==> src/rtl/core/huffman_tree_byte_decoder_defines.svh <==
// Assertion macros for the Huffman tree byte decoder.
// Used by modules that check their own logic; expects clk_i and rst_ni in scope.
`ifndef HUFFMAN_TREE_BYTE_DECODER_DEFINES_SVH
`define HUFFMAN_TREE_BYTE_DECODER_DEFINES_SVH

`ifndef SYNTHESIS

// same-cycle implication
`define HTBD_ASSERT(lbl, pre, post) \
  lbl: assert property (@(posedge clk_i) disable iff (!rst_ni) (pre) |-> (post)) \
    else $error("htbd assertion failed");

// next-cycle implication
`define HTBD_ASSERT_NXT(lbl, pre, post) \
  lbl: assert property (@(posedge clk_i) disable iff (!rst_ni) (pre) |=> (post)) \
    else $error("htbd assertion failed");

`else

`define HTBD_ASSERT(lbl, pre, post)
`define HTBD_ASSERT_NXT(lbl, pre, post)

`endif

`endif

==> src/rtl/core/htbd_pkg.sv <==
// Shared types and constants for the Huffman tree byte decoder.
// No dependencies.
package htbd_pkg;

  localparam int NUM_NODES = 255;
  localparam int NODE_W    = 8;
  localparam int CHILD_W   = 9;
  localparam int ENTRY_W   = 2 * CHILD_W;
  localparam int LEN_W     = 24;
  localparam int SYM_W     = 8;
  localparam int BITCNT_W  = 3;

  localparam logic [NODE_W-1:0]   HEAD_NODE = 8'd254;
  localparam logic [NODE_W-1:0]   NODE_LIMIT = NODE_W'(NUM_NODES);
  localparam logic [BITCNT_W-1:0] LAST_BIT  = 3'd7;

  localparam logic FUNC_LOAD   = 1'b0;
  localparam logic FUNC_DECODE = 1'b1;

  typedef enum logic [1:0] {
    ST_IDLE,
    ST_RUN,
    ST_FLUSH
  } walk_state_e;

  typedef struct packed {
    logic [SYM_W-1:0] symbol;
    logic             last_of_run;
    logic             stream_done;
  } result_t;

  typedef struct packed {
    logic                en;
    logic [NODE_W-1:0]   addr;
    logic [ENTRY_W-1:0]  data;
  } ram_wr_t;

endpackage

==> src/rtl/core/htbd_out_reg.sv <==
// Output register for decoded results.
// Depends on htbd_pkg.
module htbd_out_reg import htbd_pkg::*; (
  input  logic    clk_i,
  input  logic    rst_ni,
  input  logic    push_i,
  input  result_t push_data_i,
  output logic    can_push_o,
  output logic    out_valid_o,
  input  logic    out_stall_i,
  output result_t out_data_o
);

  logic    valid_q, valid_d;
  result_t data_q;

  assign can_push_o = !valid_q || !out_stall_i;

  always_comb begin
    valid_d = valid_q;
    if (push_i) begin
      valid_d = 1'b1;
    end else if (!out_stall_i) begin
      valid_d = 1'b0;
    end
  end

  always_ff @(posedge clk_i or negedge rst_ni) begin
    if (!rst_ni) begin
      valid_q <= 1'b0;
    end else begin
      valid_q <= valid_d;
    end
  end

  always_ff @(posedge clk_i) begin
    if (push_i) begin
      data_q <= push_data_i;
    end
  end

  assign out_valid_o = valid_q;
  assign out_data_o  = data_q;

endmodule

==> config.mk <==
export PLATFORM = sky130hd
export DESIGN_NAME = htbd_out_reg
export DESIGN_NICKNAME = d
export VERILOG_FILES = /design/src/rtl/core/huffman_tree_byte_decoder_defines.svh /design/src/rtl/core/htbd_pkg.sv /design/src/rtl/core/htbd_out_reg.sv
export SDC_FILE = /design/constraint.sdc
export NUM_CORES = 1
export LEC_CHECK = 0
export BUFFER_PORTS_ARGS = -buffer_cell sky130_fd_sc_hd__buf_2
export CAP_MARGIN = 20
export CORE_AREA = 2 2 39 41
export DETAILED_ROUTE_END_ITERATION = 12
export DIE_AREA = 0 0 41 43
export GPL_TIMING_DRIVEN = 0
export SLEW_MARGIN = 15
export SYNTH_ARGS = -nofsm -noshare
export SYNTH_HDL_FRONTEND = slang
export SYNTH_SLANG_ARGS = --single-unit
==> constraint.sdc <==
create_clock -name clk_i -period 0.9 [get_ports clk_i]
set_clock_uncertainty 0.05 [all_clocks]
set_input_delay 0.045 -clock clk_i [delete_from_list [all_inputs] [get_ports clk_i]]
set_output_delay 0.045 -clock clk_i [all_outputs]
set_load 0.05 [all_outputs]
# == After elaboration in Yosys (flattened, before gate mapping) ==
# Index checks and enable logic that the tools add are counted.
# word_totals
mem_bits_ro,0
memories,0
word_cells,10
ff_bits,11
latchBits,0
in_bits,14
ramBits,0
# op_classes
n_eq_ne,1
n_mul,0
n_div,0
shift,0
magnitude_cmp,0
n_bitwise,0
n_addsub,0
n_reduce_logical,3
n_mux,2
# ops
cell,count
zero test 1 bit,2
2-to-1 mux 1 bit,2
inequality test 2 bit (second input constant),1
logical OR 1 bit,1

# == Logic depth before layout (Yosys ltp) ==
# depth
depth_word,2
depth_mapped,1
ltp_nobuf,1

# == Worst setup path before layout ==
# No wires, ideal clock.
# synth_path
path_type,register to output
startpoint,register valid_q (netlist: out_valid_o)
endpoint,output port can_push_o
required_time_ps,805
arrival_ps,1045
stages_incl_launch_ff,2
slack_ps,-240
path_buffers,0
path_cell_list,dfrtp_1 -> nand2_1
# synth_between
elab_chain_len,2
# synth_rtl
item,line_no,rtl
from (decl),htbd_out_reg.sv:14,"logic valid_q, valid_d;"
from (signal assigned),htbd_out_reg.sv:32,valid_q <= valid_d;
zero test 1 bit,htbd_out_reg.sv:17,assign can_push_o = !valid_q || !out_stall_i;
logical OR 1 bit,htbd_out_reg.sv:17,
to (decl),htbd_out_reg.sv:8,"output logic can_push_o,"
# No other way between the ends.

# == Worst setup path in the final report ==
# Same ends and word-level chain as after synthesis.

==> flow_metrics.env <==
export IMPL_comb_power_share=0.254
export IMPL_final_period_utilization=1.09
export IMPL_ys_types=4
export IMPL_violations="negative hold slack, negative setup slack"
export IMPL_crit_type="flop to output pin"
export IMPL_p_int_uw=905
export IMPL_viasPerCell=3.96
export IMPL_arrival_ns=0.89
export IMPL_post_route_util=0.504
export IMPL_r2r_start="out_valid_o"
export IMPL_antenna_found_initial=0
export IMPL_p_sw_frac=0.279
export IMPL_die_w_um=41
export IMPL_path_cells="nand2_2, buf_8"
export IMPL_antenna_cells=0
export IMPL_drtPass1Iterations=2
export IMPL_cp_slowest_stage_delay_ns=0.42
export IMPL_critPathCaptureType="output pin"
export IMPL_p_leak_nw=0.301
export IMPL_yosysWarnings=0
export IMPL_cts_root_buf="clkbuf_4"
export IMPL_slew_headroom=0.844
export IMPL_portBuffers=25
export IMPL_min_from="out_stall_i"
export IMPL_totalWireLength_um=755
export IMPL_clock_sink_count=11
export IMPL_required_ns=0.81
export IMPL_initial_core_util=0.243
export IMPL_hold_viol=1
export IMPL_io_pins=26
export IMPL_power_density_nw_per_um2=1800
export IMPL_yosysTopAreaCell="edfxtp_1"
export IMPL_layout_cells_non_filler=69
export IMPL_insertion_delay_ns=0.25
export IMPL_hold_path_end="out_valid_o"
export IMPL_grt_pass1_wl_um=1170
export IMPL_wire_per_inst_um=10.9
export IMPL_fmax_mhz=1020
export IMPL_gp_congestion=0.655
export IMPL_via_count=273
export IMPL_yosys_area_top_type_share=0.892
export IMPL_reg2reg_depth=1
export IMPL_drc_errors=0
export IMPL_drt_iter0_drc=1
export IMPL_rows=14
export IMPL_grt_setup_unrepaired="true"
export IMPL_pre_cts_slack_ns=0.111
export IMPL_setup_viol=7
export IMPL_crit_family="flip-flops"
export IMPL_cts_clk_slew_worst_paths_ns=0.06
export IMPL_cts_tree="done"
export IMPL_syn_inst=13
export IMPL_die_h_um=43
export IMPL_synth_area_sq_um=337
export IMPL_synth_fp_nets=27
export IMPL_place_detailed_hpwl_um=610
export IMPL_reg2reg_slack_ns=0.17
export IMPL_globalRoute_totalOverflow=0
export IMPL_grt_max_degree=12
export IMPL_p_sw_uw=349
export IMPL_dieArea_sq_um=1760
export IMPL_dp_cells=54
export IMPL_hold_depth=2
export IMPL_grt_pass1_vias=294
export IMPL_r2r_end="out_valid_o"
export IMPL_worstMarginPinSlew_ns=0.235
export IMPL_cts_max_level=1
export IMPL_nets=68
export IMPL_yosys_top_cells_area="edfxtp_1 (89%), dfrtp_1 (7.4%), a21o_1 (2.2%)"
export IMPL_worstSetupPathDepth=2
export IMPL_status="finished with violations"
export IMPL_max_vdd_ir_drop_v=0.000815
export IMPL_setup_tns_ns=-0.191
export IMPL_areaGrowthSynthToFinish_pct=107
export IMPL_crit_fanout=3
export IMPL_cts_hold_buf=11
export IMPL_hold_path_class="primary input to flop"
export IMPL_clk_path_buf_depth=2
export IMPL_clkPwrFrac=0.249
export IMPL_grt_total_usage=0.106
export IMPL_p_seq_frac=0.497
export IMPL_numCtsBuffers=3
export IMPL_max_cap_violations=0
export IMPL_post_cts_buffers=0
export IMPL_synth_seq_area_share=0.967
export IMPL_final_layout_size_suffix_gt1_frac=0.566
export IMPL_min_period_ns=0.982
export IMPL_ys_ff_latch=11
export IMPL_core_area_sq_um=1380
export IMPL_slew_violations=0
export IMPL_setup_slack_ns=-0.0824
export IMPL_ant_nets=0
export IMPL_hold_slack_ns=-0.0286
export IMPL_cp_start_kind="flop"
export IMPL_critPathBufInv=1
export IMPL_cpMaxStageDelayCell="dfrtp_2"
export IMPL_syn_avg_cell_area_sq_um=25.9
how the worst max path moves through the flow:
stage / startpoint / endpoint
CTS: out_valid_o / can_push_o
finish: out_valid_o / can_push_o
floorplan: out_valid_o / out_valid_o
global route: out_valid_o / can_push_o
global placement: out_valid_o / can_push_o
detailed placement: out_valid_o / can_push_o
registers in the layout, summed over array words and instances, names as in the netlist:
signal and count:
out_data_o 10, out_valid_o 1
cell families after synthesis:
family	after synthesis	synth area share
flip-flops	11	0.967
AO/OA/AOI/OAI	1	0.0223
AND/OR/NAND/NOR	1	0.0111
cells in the mapped netlist:
| cell | n |
|---|---|
| a21o_1 | 1 |
| edfxtp_1 | 10 |
| nand2_1 | 1 |
| dfrtp_1 | 1 |
power groups by stage:
stage	registers [mW]	logic, mW	clock network [mW]
after floorplan	0.766	0.0155	0
after global placement	0.624	0.231	0
final	0.623	0.319	0.312
after global routing	0.627	0.336	0.360
after CTS	0.625	0.321	0.329
after detailed placement	0.626	0.234	0
layout make-up:
class | instances | area [sq um]
tap | 16 | 20.0
fill | 134 | 687
timing repair buffer | 36 | 310
clock buffer | 4 | 26.3
multi-input combinational | 2 | 13.8
sequential | 11 | 327
cells in the final DEF, fill, tap and decap left out:
cell type	n
a21o_1	1
buf_2	13
buf_4	1
buf_6	10
buf_8	1
clkbuf_1	1
clkbuf_4	3
dfrtp_2	1
dlygate4sd3_1	11
edfxtp_1	10
nand2_2	1
metrics by stage:
step | cell area (sq um) | hold slack (ns) | power [mW]
after floorplan | 340 | -0.301 | 0.781
after global placement | 485 | -0.229 | 0.855
after detailed placement | 485 | -0.228 | 0.860
after CTS | 697 | -0.0350 | 1.28
after global routing | 697 | -0.0400 | 1.32
final | 697 | -0.0286 | 1.25
timing repair:
item,in CTS,in global routing
hold endpoints to repair,12,1
endpoints found under the setup margin,12,12
resized for setup,24,0
metal layers:
metal	share of wire	GRT usage	up-vias	wire, um
li1	-	-	131	-
met1	0.38	0.113	116	286
met2	0.48	0.159	26	364
met3	0.14	0.0366	0	104
met4	0	0.0800	0	0
met5	0	0	-	0
No activity file was read; power rests on OpenSTA's default activity.
