**config.mk**
```make
export PLATFORM = sky130hd
export DESIGN_NAME = htbd_walker
export DESIGN_NICKNAME = d
export VERILOG_FILES = /design/src/rtl/core/htbd_pkg.sv /design/src/rtl/core/htbd_walker.sv
export VERILOG_INCLUDE_DIRS = /design/src /design/src/rtl/core
export SDC_FILE = /design/constraint.sdc
export NUM_CORES = 1
export LEC_CHECK = 0
export BUFFER_PORTS_ARGS = -buffer_cell sky130_fd_sc_hd__buf_2
export CAP_MARGIN = 20
export CORE_MARGIN = 2
export CORE_UTILIZATION = 25
export CTS_CLUSTER_DIAMETER = 60
export CTS_CLUSTER_SIZE = 24
export DETAILED_ROUTE_END_ITERATION = 6
export GPL_ROUTABILITY_DRIVEN = 1
export GPL_TIMING_DRIVEN = 0
export PLACE_DENSITY = 0.52
export SETUP_SLACK_MARGIN = 0.05
export SYNTH_ARGS = -nofsm -noshare
export SYNTH_HDL_FRONTEND = slang
export SYNTH_SLANG_ARGS = --single-unit
```
**constraint.sdc**
```tcl
create_clock -name clk_i -period 5.2 [get_ports clk_i]
set_clock_uncertainty 0.1 [all_clocks]
set_input_delay 1.04 -clock clk_i [delete_from_list [all_inputs] [get_ports clk_i]]
set_output_delay 1.04 -clock clk_i [all_outputs]
set_load 0.005 [all_outputs]
```
**src/rtl/core/huffman_tree_byte_decoder_defines.svh**
```systemverilog
// Assertion macros for the Huffman tree byte decoder.
// Used by modules that check their own logic; expects clk_i and rst_ni in scope.
`ifndef HUFFMAN_TREE_BYTE_DECODER_DEFINES_SVH
`define HUFFMAN_TREE_BYTE_DECODER_DEFINES_SVH

`ifndef SYNTHESIS

// same-cycle implication
`define HTBD_ASSERT(lbl, pre, post) \
  lbl: assert property (@(posedge clk_i) disable iff (!rst_ni) (pre) |-> (post)) \
    else $error("htbd assertion failed");

// next-cycle implication
`define HTBD_ASSERT_NXT(lbl, pre, post) \
  lbl: assert property (@(posedge clk_i) disable iff (!rst_ni) (pre) |=> (post)) \
    else $error("htbd assertion failed");

`else

`define HTBD_ASSERT(lbl, pre, post)
`define HTBD_ASSERT_NXT(lbl, pre, post)

`endif

`endif

```
**src/rtl/core/htbd_pkg.sv**
```systemverilog
// Shared types and constants for the Huffman tree byte decoder.
// No dependencies.
package htbd_pkg;

  localparam int NUM_NODES = 255;
  localparam int NODE_W    = 8;
  localparam int CHILD_W   = 9;
  localparam int ENTRY_W   = 2 * CHILD_W;
  localparam int LEN_W     = 24;
  localparam int SYM_W     = 8;
  localparam int BITCNT_W  = 3;

  localparam logic [NODE_W-1:0]   HEAD_NODE = 8'd254;
  localparam logic [NODE_W-1:0]   NODE_LIMIT = NODE_W'(NUM_NODES);
  localparam logic [BITCNT_W-1:0] LAST_BIT  = 3'd7;

  localparam logic FUNC_LOAD   = 1'b0;
  localparam logic FUNC_DECODE = 1'b1;

  typedef enum logic [1:0] {
    ST_IDLE,
    ST_RUN,
    ST_FLUSH
  } walk_state_e;

  typedef struct packed {
    logic [SYM_W-1:0] symbol;
    logic             last_of_run;
    logic             stream_done;
  } result_t;

  typedef struct packed {
    logic                en;
    logic [NODE_W-1:0]   addr;
    logic [ENTRY_W-1:0]  data;
  } ram_wr_t;

endpackage

```
**src/rtl/core/htbd_walker.sv**
```systemverilog
// Tree walker: bit-serial byte shifter, node pointer, stream counters, control FSM.
// Depends on htbd_pkg and huffman_tree_byte_decoder_defines.svh.
`include "huffman_tree_byte_decoder_defines.svh"

module htbd_walker import htbd_pkg::*; (
  input  logic               clk_i,
  input  logic               rst_ni,
  input  logic               in_valid_i,
  output logic               in_stall_o,
  input  logic               func_i,
  input  logic [NODE_W-1:0]  node_index_i,
  input  logic [CHILD_W-1:0] zero_child_i,
  input  logic [CHILD_W-1:0] one_child_i,
  input  logic [SYM_W-1:0]   data_byte_i,
  input  logic               first_byte_i,
  input  logic               last_byte_i,
  input  logic [LEN_W-1:0]   len_i,
  output ram_wr_t            wr_o,
  output logic [NODE_W-1:0]  rd_addr_o,
  input  logic [ENTRY_W-1:0] rd_data_i,
  output logic               push_o,
  output result_t            push_data_o,
  input  logic               can_push_i
);

  walk_state_e state_q, state_d;

  logic [NODE_W-1:0]   node_q, node_d;
  logic [LEN_W-1:0]    cnt_q, cnt_d;
  logic                ended_q, ended_d;
  logic [SYM_W-1:0]    shift_q, shift_d;
  logic [BITCNT_W-1:0] bitcnt_q, bitcnt_d;
  logic                last_q, last_d;
  logic                pend_valid_q, pend_valid_d;
  logic                pend_done_q, pend_done_d;
  logic [SYM_W-1:0]    pend_sym_q, pend_sym_d;

  logic [CHILD_W-1:0]  child;
  logic [NODE_W-1:0]   target;
  logic                is_lit;
  logic                need_push;
  logic                hold;
  logic [LEN_W-1:0]    cnt_inc;
  logic                len_hit;
  logic                bit_end;
  logic                accept;
  logic                ended_eff;
  logic [LEN_W-1:0]    cnt_eff;
  logic                start;

  // current bit picks a child of the node read last cycle
  assign child     = shift_q[0] ? rd_data_i[ENTRY_W-1:CHILD_W] : rd_data_i[CHILD_W-1:0];
  assign is_lit    = !child[CHILD_W-1];
  assign target    = child[NODE_W-1:0];
  assign cnt_inc   = cnt_q + 1'b1;
  assign len_hit   = cnt_inc >= len_i;
  assign bit_end   = bitcnt_q == LAST_BIT;
  assign need_push = ((state_q == ST_RUN) && is_lit && pend_valid_q) || (state_q == ST_FLUSH);
  assign hold      = need_push && !can_push_i;

  assign in_stall_o = state_q != ST_IDLE;
  assign accept     = in_valid_i && (state_q == ST_IDLE);
  assign ended_eff  = ended_q && !first_byte_i;
  assign cnt_eff    = first_byte_i ? '0 : cnt_q;
  assign start      = accept && (func_i == FUNC_DECODE) && !ended_eff && (cnt_eff < len_i);

  // next state
  always_comb begin
    state_d = state_q;
    case (state_q)
      ST_IDLE: begin
        if (start) state_d = ST_RUN;
      end
      ST_RUN: begin
        if (!hold) begin
          if (is_lit && len_hit) begin
            state_d = ST_FLUSH;
          end else if (bit_end) begin
            state_d = (pend_valid_q || is_lit) ? ST_FLUSH : ST_IDLE;
          end
        end
      end
      ST_FLUSH: begin
        if (can_push_i) state_d = ST_IDLE;
      end
      default: state_d = ST_IDLE;
    endcase
  end

  // datapath and outputs
  always_comb begin
    node_d       = node_q;
    cnt_d        = cnt_q;
    ended_d      = ended_q;
    shift_d      = shift_q;
    bitcnt_d     = bitcnt_q;
    last_d       = last_q;
    pend_valid_d = pend_valid_q;
    pend_done_d  = pend_done_q;
    pend_sym_d   = pend_sym_q;
    push_o       = 1'b0;
    push_data_o  = '{symbol: pend_sym_q, last_of_run: 1'b0, stream_done: 1'b0};
    wr_o.en      = accept && (func_i == FUNC_LOAD) && (node_index_i < NODE_LIMIT);
    wr_o.addr    = node_index_i;
    wr_o.data    = {one_child_i, zero_child_i};

    case (state_q)
      ST_IDLE: begin
        if (accept && (func_i == FUNC_DECODE)) begin
          if (first_byte_i) begin
            node_d  = HEAD_NODE;
            cnt_d   = '0;
            ended_d = 1'b0;
          end
          if (!ended_eff && (cnt_eff >= len_i)) begin
            ended_d = 1'b1;
          end
          if (start) begin
            shift_d      = data_byte_i;
            bitcnt_d     = '0;
            last_d       = last_byte_i;
            pend_valid_d = 1'b0;
            pend_done_d  = 1'b0;
          end
        end
      end
      ST_RUN: begin
        if (!hold) begin
          shift_d  = shift_q >> 1;
          bitcnt_d = bitcnt_q + 1'b1;
          if (is_lit) begin
            push_o       = pend_valid_q;
            cnt_d        = cnt_inc;
            node_d       = HEAD_NODE;
            pend_sym_d   = child[SYM_W-1:0];
            pend_valid_d = 1'b1;
            if (len_hit) begin
              ended_d     = 1'b1;
              pend_done_d = 1'b1;
            end
          end else begin
            node_d = (target < NODE_LIMIT) ? target : HEAD_NODE;
          end
          // last byte ended without any symbol
          if (bit_end && !is_lit && !pend_valid_q && last_q) begin
            ended_d = 1'b1;
            node_d  = HEAD_NODE;
          end
        end
      end
      ST_FLUSH: begin
        push_data_o = '{symbol: pend_sym_q, last_of_run: 1'b1,
                        stream_done: pend_done_q || last_q};
        if (can_push_i) begin
          push_o       = 1'b1;
          pend_valid_d = 1'b0;
          if (last_q) begin
            ended_d = 1'b1;
            node_d  = HEAD_NODE;
          end
        end
      end
      default: ;
    endcase
  end

  // read the node the walk is about to stand on
  assign rd_addr_o = node_d;

  always_ff @(posedge clk_i or negedge rst_ni) begin
    if (!rst_ni) begin
      state_q      <= ST_IDLE;
      node_q       <= HEAD_NODE;
      cnt_q        <= '0;
      ended_q      <= 1'b0;
      bitcnt_q     <= '0;
      last_q       <= 1'b0;
      pend_valid_q <= 1'b0;
      pend_done_q  <= 1'b0;
    end else begin
      state_q      <= state_d;
      node_q       <= node_d;
      cnt_q        <= cnt_d;
      ended_q      <= ended_d;
      bitcnt_q     <= bitcnt_d;
      last_q       <= last_d;
      pend_valid_q <= pend_valid_d;
      pend_done_q  <= pend_done_d;
    end
  end

  always_ff @(posedge clk_i) begin
    shift_q    <= shift_d;
    pend_sym_q <= pend_sym_d;
  end

  `HTBD_ASSERT(a_node_in_range, 1'b1, node_q < NODE_LIMIT)
  `HTBD_ASSERT(a_idle_no_pending, state_q == ST_IDLE, !pend_valid_q)
  `HTBD_ASSERT(a_flush_has_pending, state_q == ST_FLUSH, pend_valid_q)
  `HTBD_ASSERT_NXT(a_hold_keeps_walk, (state_q == ST_RUN) && hold,
                   $stable(bitcnt_q) && $stable(node_q) && $stable(cnt_q))

endmodule

```
# Word level (Yosys, flattened, before mapping)
# Cells that the tools add are included.
dict set report op_classes {
  n_bitwise 3
  n_mux 53
  eq_ne 14
  reduce_logical 35
  add_sub_neg 2
  n_lt_le_gt_ge 5
}
# op count
set op_table {}
lappend op_table {{two-way mux 24 bit} 4}
lappend op_table {{two-way mux 8 bit} 11}
lappend op_table {{greater-or-equal comparator 24 bit} 2}
lappend op_table {{case mux 24 bit (2 select lines)} 1}
lappend op_table {{adder 24 x 1 -> 24 bit, second input constant} 1}
lappend op_table {{less-than comparator 24 bit} 1}
lappend op_table {{case mux 8 bit (3 select lines)} 1}
lappend op_table {{two-way mux 1 bit} 18}
lappend op_table {{less-than comparator 8 bit, second input constant} 2}
lappend op_table {{case mux 8 bit (2 select lines)} 1}
lappend op_table {{logical AND 1 bit} 15}
lappend op_table {{two-way mux 2 bit} 7}
lappend op_table {{!= test 2 bit, second input constant} 6}
lappend op_table {{!= test 3 x 2 -> 1 bit, second input constant} 4}
lappend op_table {{AND reduction 4 bit} 3}
lappend op_table {{AND reduction 6 bit} 2}
lappend op_table {{two-way mux 3 bit} 3}
lappend op_table {{two-way mux 9 bit} 1}
lappend op_table {{AND reduction 8 bit} 1}
lappend op_table {{case mux 1 bit (3 select lines)} 2}
lappend op_table {{case mux 2 bit (3 select lines)} 1}
lappend op_table {{case mux 3 bit (2 select lines)} 1}
lappend op_table {{AND reduction 3 bit} 2}
lappend op_table {{logical NOT 1 bit} 5}
lappend op_table {{other kinds (11)} 17}
dict set report totals {
  output_inout_bits 47
  wordCells 122
  ff_bits 57
  inputBits 83
}

# Depth between registers and ports, before layout
dict set report logic_depth {
  depth_word 8
  mapped_depth 15
  ltp_nobuf 15
}

# Worst setup path after synthesis
# OpenSTA, ideal clock, no wires.
dict set report synth_path {
  path_kind {input to register}
  startpoint {input port first_byte_i}
  endpoint {register bitcnt_q[0]}
  setup_time_ps 128
  setup_slack_ps 1321
  path_stages 11
  t_arrival_ps 3651
  path_cell_list {clkbuf_1 > buf_1 > nor2b_1 > ha_1 > nand4_1 > or4_4 > a211oi_2 > or3_4 > o21ai_4 > a31oi_4 > mux2_1}
}
dict set report synth_via {
  elab_chain_len 7
  elab_cells_between_ends 9
  classes_between {1 x order compare; 1 x eq/ne; 1 x mux; 6 x reduce/logical}
}
# item line_no
set synth_rtl {}
lappend synth_rtl {{from (decl)} htbd_walker.sv:15} ;# input logic first_byte_i,
lappend synth_rtl {{parallel branches: the longest is 4 deep, another holds less-than comparator 24 bit} -}
lappend synth_rtl {{logical AND 1 bit (*)} htbd_walker.sv:65} ;# assign start = accept && (func_i == FUNC_DECODE) && !ended_eff && (cnt_eff < len_i);
lappend synth_rtl {{!= test 2 bit (no source line) (*)} -}
lappend synth_rtl {{AND reduction 4 bit (no source line) (*)} -}
lappend synth_rtl {{to (signal assigned)} htbd_walker.sv:185} ;# bitcnt_q <= bitcnt_d;
lappend synth_rtl {{to (decl)} htbd_walker.sv:32} ;# logic [BITCNT_W-1:0] bitcnt_q, bitcnt_d;
# Mark *: on every way between the ends.
# A chain may end at the register's enable or synchronous reset.

# Worst setup path in the final report
dict set report layout_path {
  startpoint {input port first_byte_i}
  endpoint {register shift_q[7], enable pin}
}
dict set report layout_via {
  elab_chain_len 7
  elab_cells_between_ends 9
  classes_between {1 x order compare; 1 x eq/ne; 1 x mux; 6 x reduce/logical}
}
# item line_no
set layout_rtl {}
lappend layout_rtl {{parallel branches: the longest is 4 deep, another holds less-than comparator 24 bit} -}
lappend layout_rtl {{logical AND 1 bit (*)} htbd_walker.sv:65}
lappend layout_rtl {{!= test 2 bit (no source line) (*)} -}
lappend layout_rtl {{AND reduction 4 bit (no source line) (*)} -}
lappend layout_rtl {{to (signal assigned)} htbd_walker.sv:193} ;# shift_q <= shift_d;
lappend layout_rtl {{to (decl)} htbd_walker.sv:31} ;# logic [SYM_W-1:0] shift_q, shift_d;
# Marks and branches as above.

==> out/metrics.csv <==
stage,metric,value,unit
status,outcome,"complete, no violations",
synthesis,Synth area leader,dfrtp_1,
power_and_ir_drop,Pwr Density,375,nW/um^2
global_route,overall track demand over capacity in global routing,13.3,%
sta,Final setup viols,0,
synthesis,most common cell in the synthesized netlist,ha_1,
sta,Setup TNS,0,ns
flow_run,maxcap violations,0,
floorplanning,I/O pin cnt,130,
clock_network,CTS tree,done,
setup_path,worst setup path category,in2reg,
synthesis,register area share after synthesis,30.7,%
sta,Hold Slack,0.413,ns
layout,post-layout util,31.8,%
floorplanning,Rows,51,
global_route,first-pass GRT wire length,21.5,mm
power_and_ir_drop,Peak VDD IR,167,uV
setup_path,arrival time at the worst endpoint,4.33,ns
synthesis,Synth Net Count,704,
detailed_routing,vias after detailed routing,4500,
place,Placed Instances,942,
synthesis,syn_area_per_cell,8.73,um^2
place,IO Port Bufs,111,
power_and_ir_drop,Lkg Pwr,2.91,nW
detailed_routing,Detailed Route Iter0 Violations,199,
synthesis,Synth top cells by count,"ha_1, nand2_1, inv_1, dfrtp_1, nor2_1",
sta,period utilization,84.3,%
clock_network,clk slew on worst S/H paths,0.05,ns
clock_network,# hold bufs at CTS,0,
clock_network,PostCTS Resize Cnt,0,
place,Placer Congestion,0.780,
synthesis,Synth area leaders,"dfrtp_1, ha_1, edfxtp_1",
setup_path,slowest cell on the critical path,or4_4,
synthesis,synthesized cell area,4940,um^2
sta,Rel. slew slack,55.9,%
synthesis,post-synthesis cell type count,63,
global_route,pin count of the biggest net entering global routing,42,
layout,Fillers,2075,
detailed_routing,Via density,4.69,
power_and_ir_drop,PnR Total Power,2.32,mW
layout,Nets,827,
setup_path,Crit Path Max Fanout,10,
layout,Layout area overhead,25.1,%
detailed_routing,DRC,0,
floorplanning,starting density of the core,25.4,%
sta,fin. max-slew vios,0,
setup_path,crit-path cells,buf_2 -> clkbuf_1 -> buf_1 -> nor2b_1 -> ha_1 -> nand4_1 -> or4_4 -> a211oi_2 -> or3_4 -> o21ai_4 -> a31oi_4 -> inv_1,
layout,Finished Layout Cells,959,
floorplanning,Core Region,19500,um^2
clock_network,CTS sink cnt,57,
setup_path,WP data required,5.14,ns
global_route,grt ovf,0,
setup_path,"Buf+Inv Stages, Crit Path",4,
detailed_routing,wire length per cell,14.3,um
clock_network,Worst-Skew Late Latency,0.33,ns
setup_path,startpoint types,primary input,
detailed_routing,final WL,13.7,mm
synthesis,Post-synth EDFFs,16,
clock_network,Root Buffer,clkbuf_16,
setup_path,crit end category,flip-flop,
place,pre-CTS setup slack,0.386,ns
clock_network,postcts setup bufs,0,
sta,Final Hold Vio Count,0,
place,placed cell areas,5830,um^2
layout,post-route cell area,6180,um^2
sta,unrepaired setup endpoints after global routing,false,
global_route,vias in the first global route,4231,
sta,Worst-Margin Slew,0.656,ns
synthesis,Synth Warn #,0,
setup_path,delay of the slowest critical-path stage,0.64,ns
clock_network,CTS Buffer Depth,2,
synthesis,top-area cell type share of the netlist area,17.2,%
sta,setup slack after layout,0.817,ns
detailed_routing,1st-pass router iterations,4,
clock_network,H-tree depth,3,
clock_network,Num CTS Buffers,9,
sta,fmax,228,MHz
synthesis,Synth Instances,566,
synthesis,async set or reset register ratio after synthesis,71.9,%
min_path,worst hold path class,reg2reg,
global_route,initial antenna violation count,0,
layout,n_diodes,0,
sta,final worst path period need,4.38,ns
place,hpwl dp,10.7,mm
synthesis,Seq cells post-synth,57,
floorplanning,Horiz. Die Dim,145,um
detailed_routing,Post-DRT Antenna Nets,0,
synthesis,"Primary FF master, synth",dfrtp_1,
floorplanning,Die ar.,20900,um^2
layout,share of layout cells above drive strength 1,27.1,%
setup_path,crit-path leading delay family,buffers and inverters,
floorplanning,chip height,145,um
[state kept, by name, summed over array words and instances, names as in the netlist]
register,count
state_q,2
shift_q,8
cnt_q,24
bitcnt_q,3
ended_q,1
pend_done_q,1
pend_sym_q,8
pend_valid_q,1
node_q,8
last_q,1
[cells by family (layout without fill, tap and decap cells)]
kind of cell / after synthesis / after routing / synth area share, %
AND/OR/NAND/NOR: 192 / 192 / 20.2
AO/OA/AOI/OAI: 138 / 138 / 18.6
buffers and inverters: 85 / 213 / 8.56
flip-flops: 57 / 57 / 30.7
adder cells (fa/ha/maj): 55 / 55 / 13.9
multiplexers: 25 / 25 / 5.52
XOR/XNOR: 14 / 14 / 2.48
[final cells by class]
type,count,area (um^2),share of cell area [%]
plain buffers,46,277,4.47
well taps,265,332,5.36
clock buffers,10,229,3.70
flip-flops and latches,57,1520,24.5
clock inverters,6,106,1.72
inverters,39,146,2.37
multi-input cells,424,3000,48.6
repair buffers,112,576,9.31
[metal layers]
layer / global-route usage (%) / routed length [um]
met1: 18.2 / 6780
met2: 21.5 / 6090
met3: 3.11 / 776
met4: 2.45 / 93
met5: 0 / 0
[worst register-to-register path: stages, from the launching register on]
cell and delay [ns]:
dfrtp_1 0.43, ha_1 0.21, nand3_1 0.18, nor4_2 0.65
nand2_1 0.19, nor2_1 0.29, nand3_1 0.17, xnor2_1 0.15
ha_1 0.28, nand4_1 0.17, nor3_1 0.09, a2111oi_0 0.40
o211ai_1 0.24, o21a_1 0.27, o211ai_1 0.21, mux2i_1 0.22
[power breakdown]
part,switching [mW],total [mW],internal [mW]
clock network,0.217,0.683,0.466
registers,0.0706,0.668,0.598
logic,0.573,0.970,0.397
total,0.861,2.32,1.46
[worst paths after layout]
check,from,endpoint,slack (ns),cells after the start
worst max-delay path,first_byte_i,shift_q[7],0.82,12
worst min-delay path,pend_done_q,pend_done_q,0.41,2
worst max register to register,cnt_q[0],state_q[1],0.86,15
worst min register to register,pend_done_q,pend_done_q,0.41,2
max in group asynchronous,rst_ni,node_q[7],3.92,2
min in group asynchronous,rst_ni,cnt_q[7],0.53,1
[cell usage in the layout, fill, tap and decap left out, drive strengths merged, types with 7 or more instances in the layout]
cell    instances
a31oi           7
dfrtp          34
a21oi          31
clkbuf         25
nand3          19
nor2           34
nor3           10
a22o           15
nor2b          27
mux2i          10
nand2b         10
mux2           15
inv            39
xnor2          10
ha             55
o21ai          45
nand4          13
edfxtp         16
nand2          50
dfstp           7
o211ai          9
buf           143
Note: power is estimated with default switching activity, not from simulation.
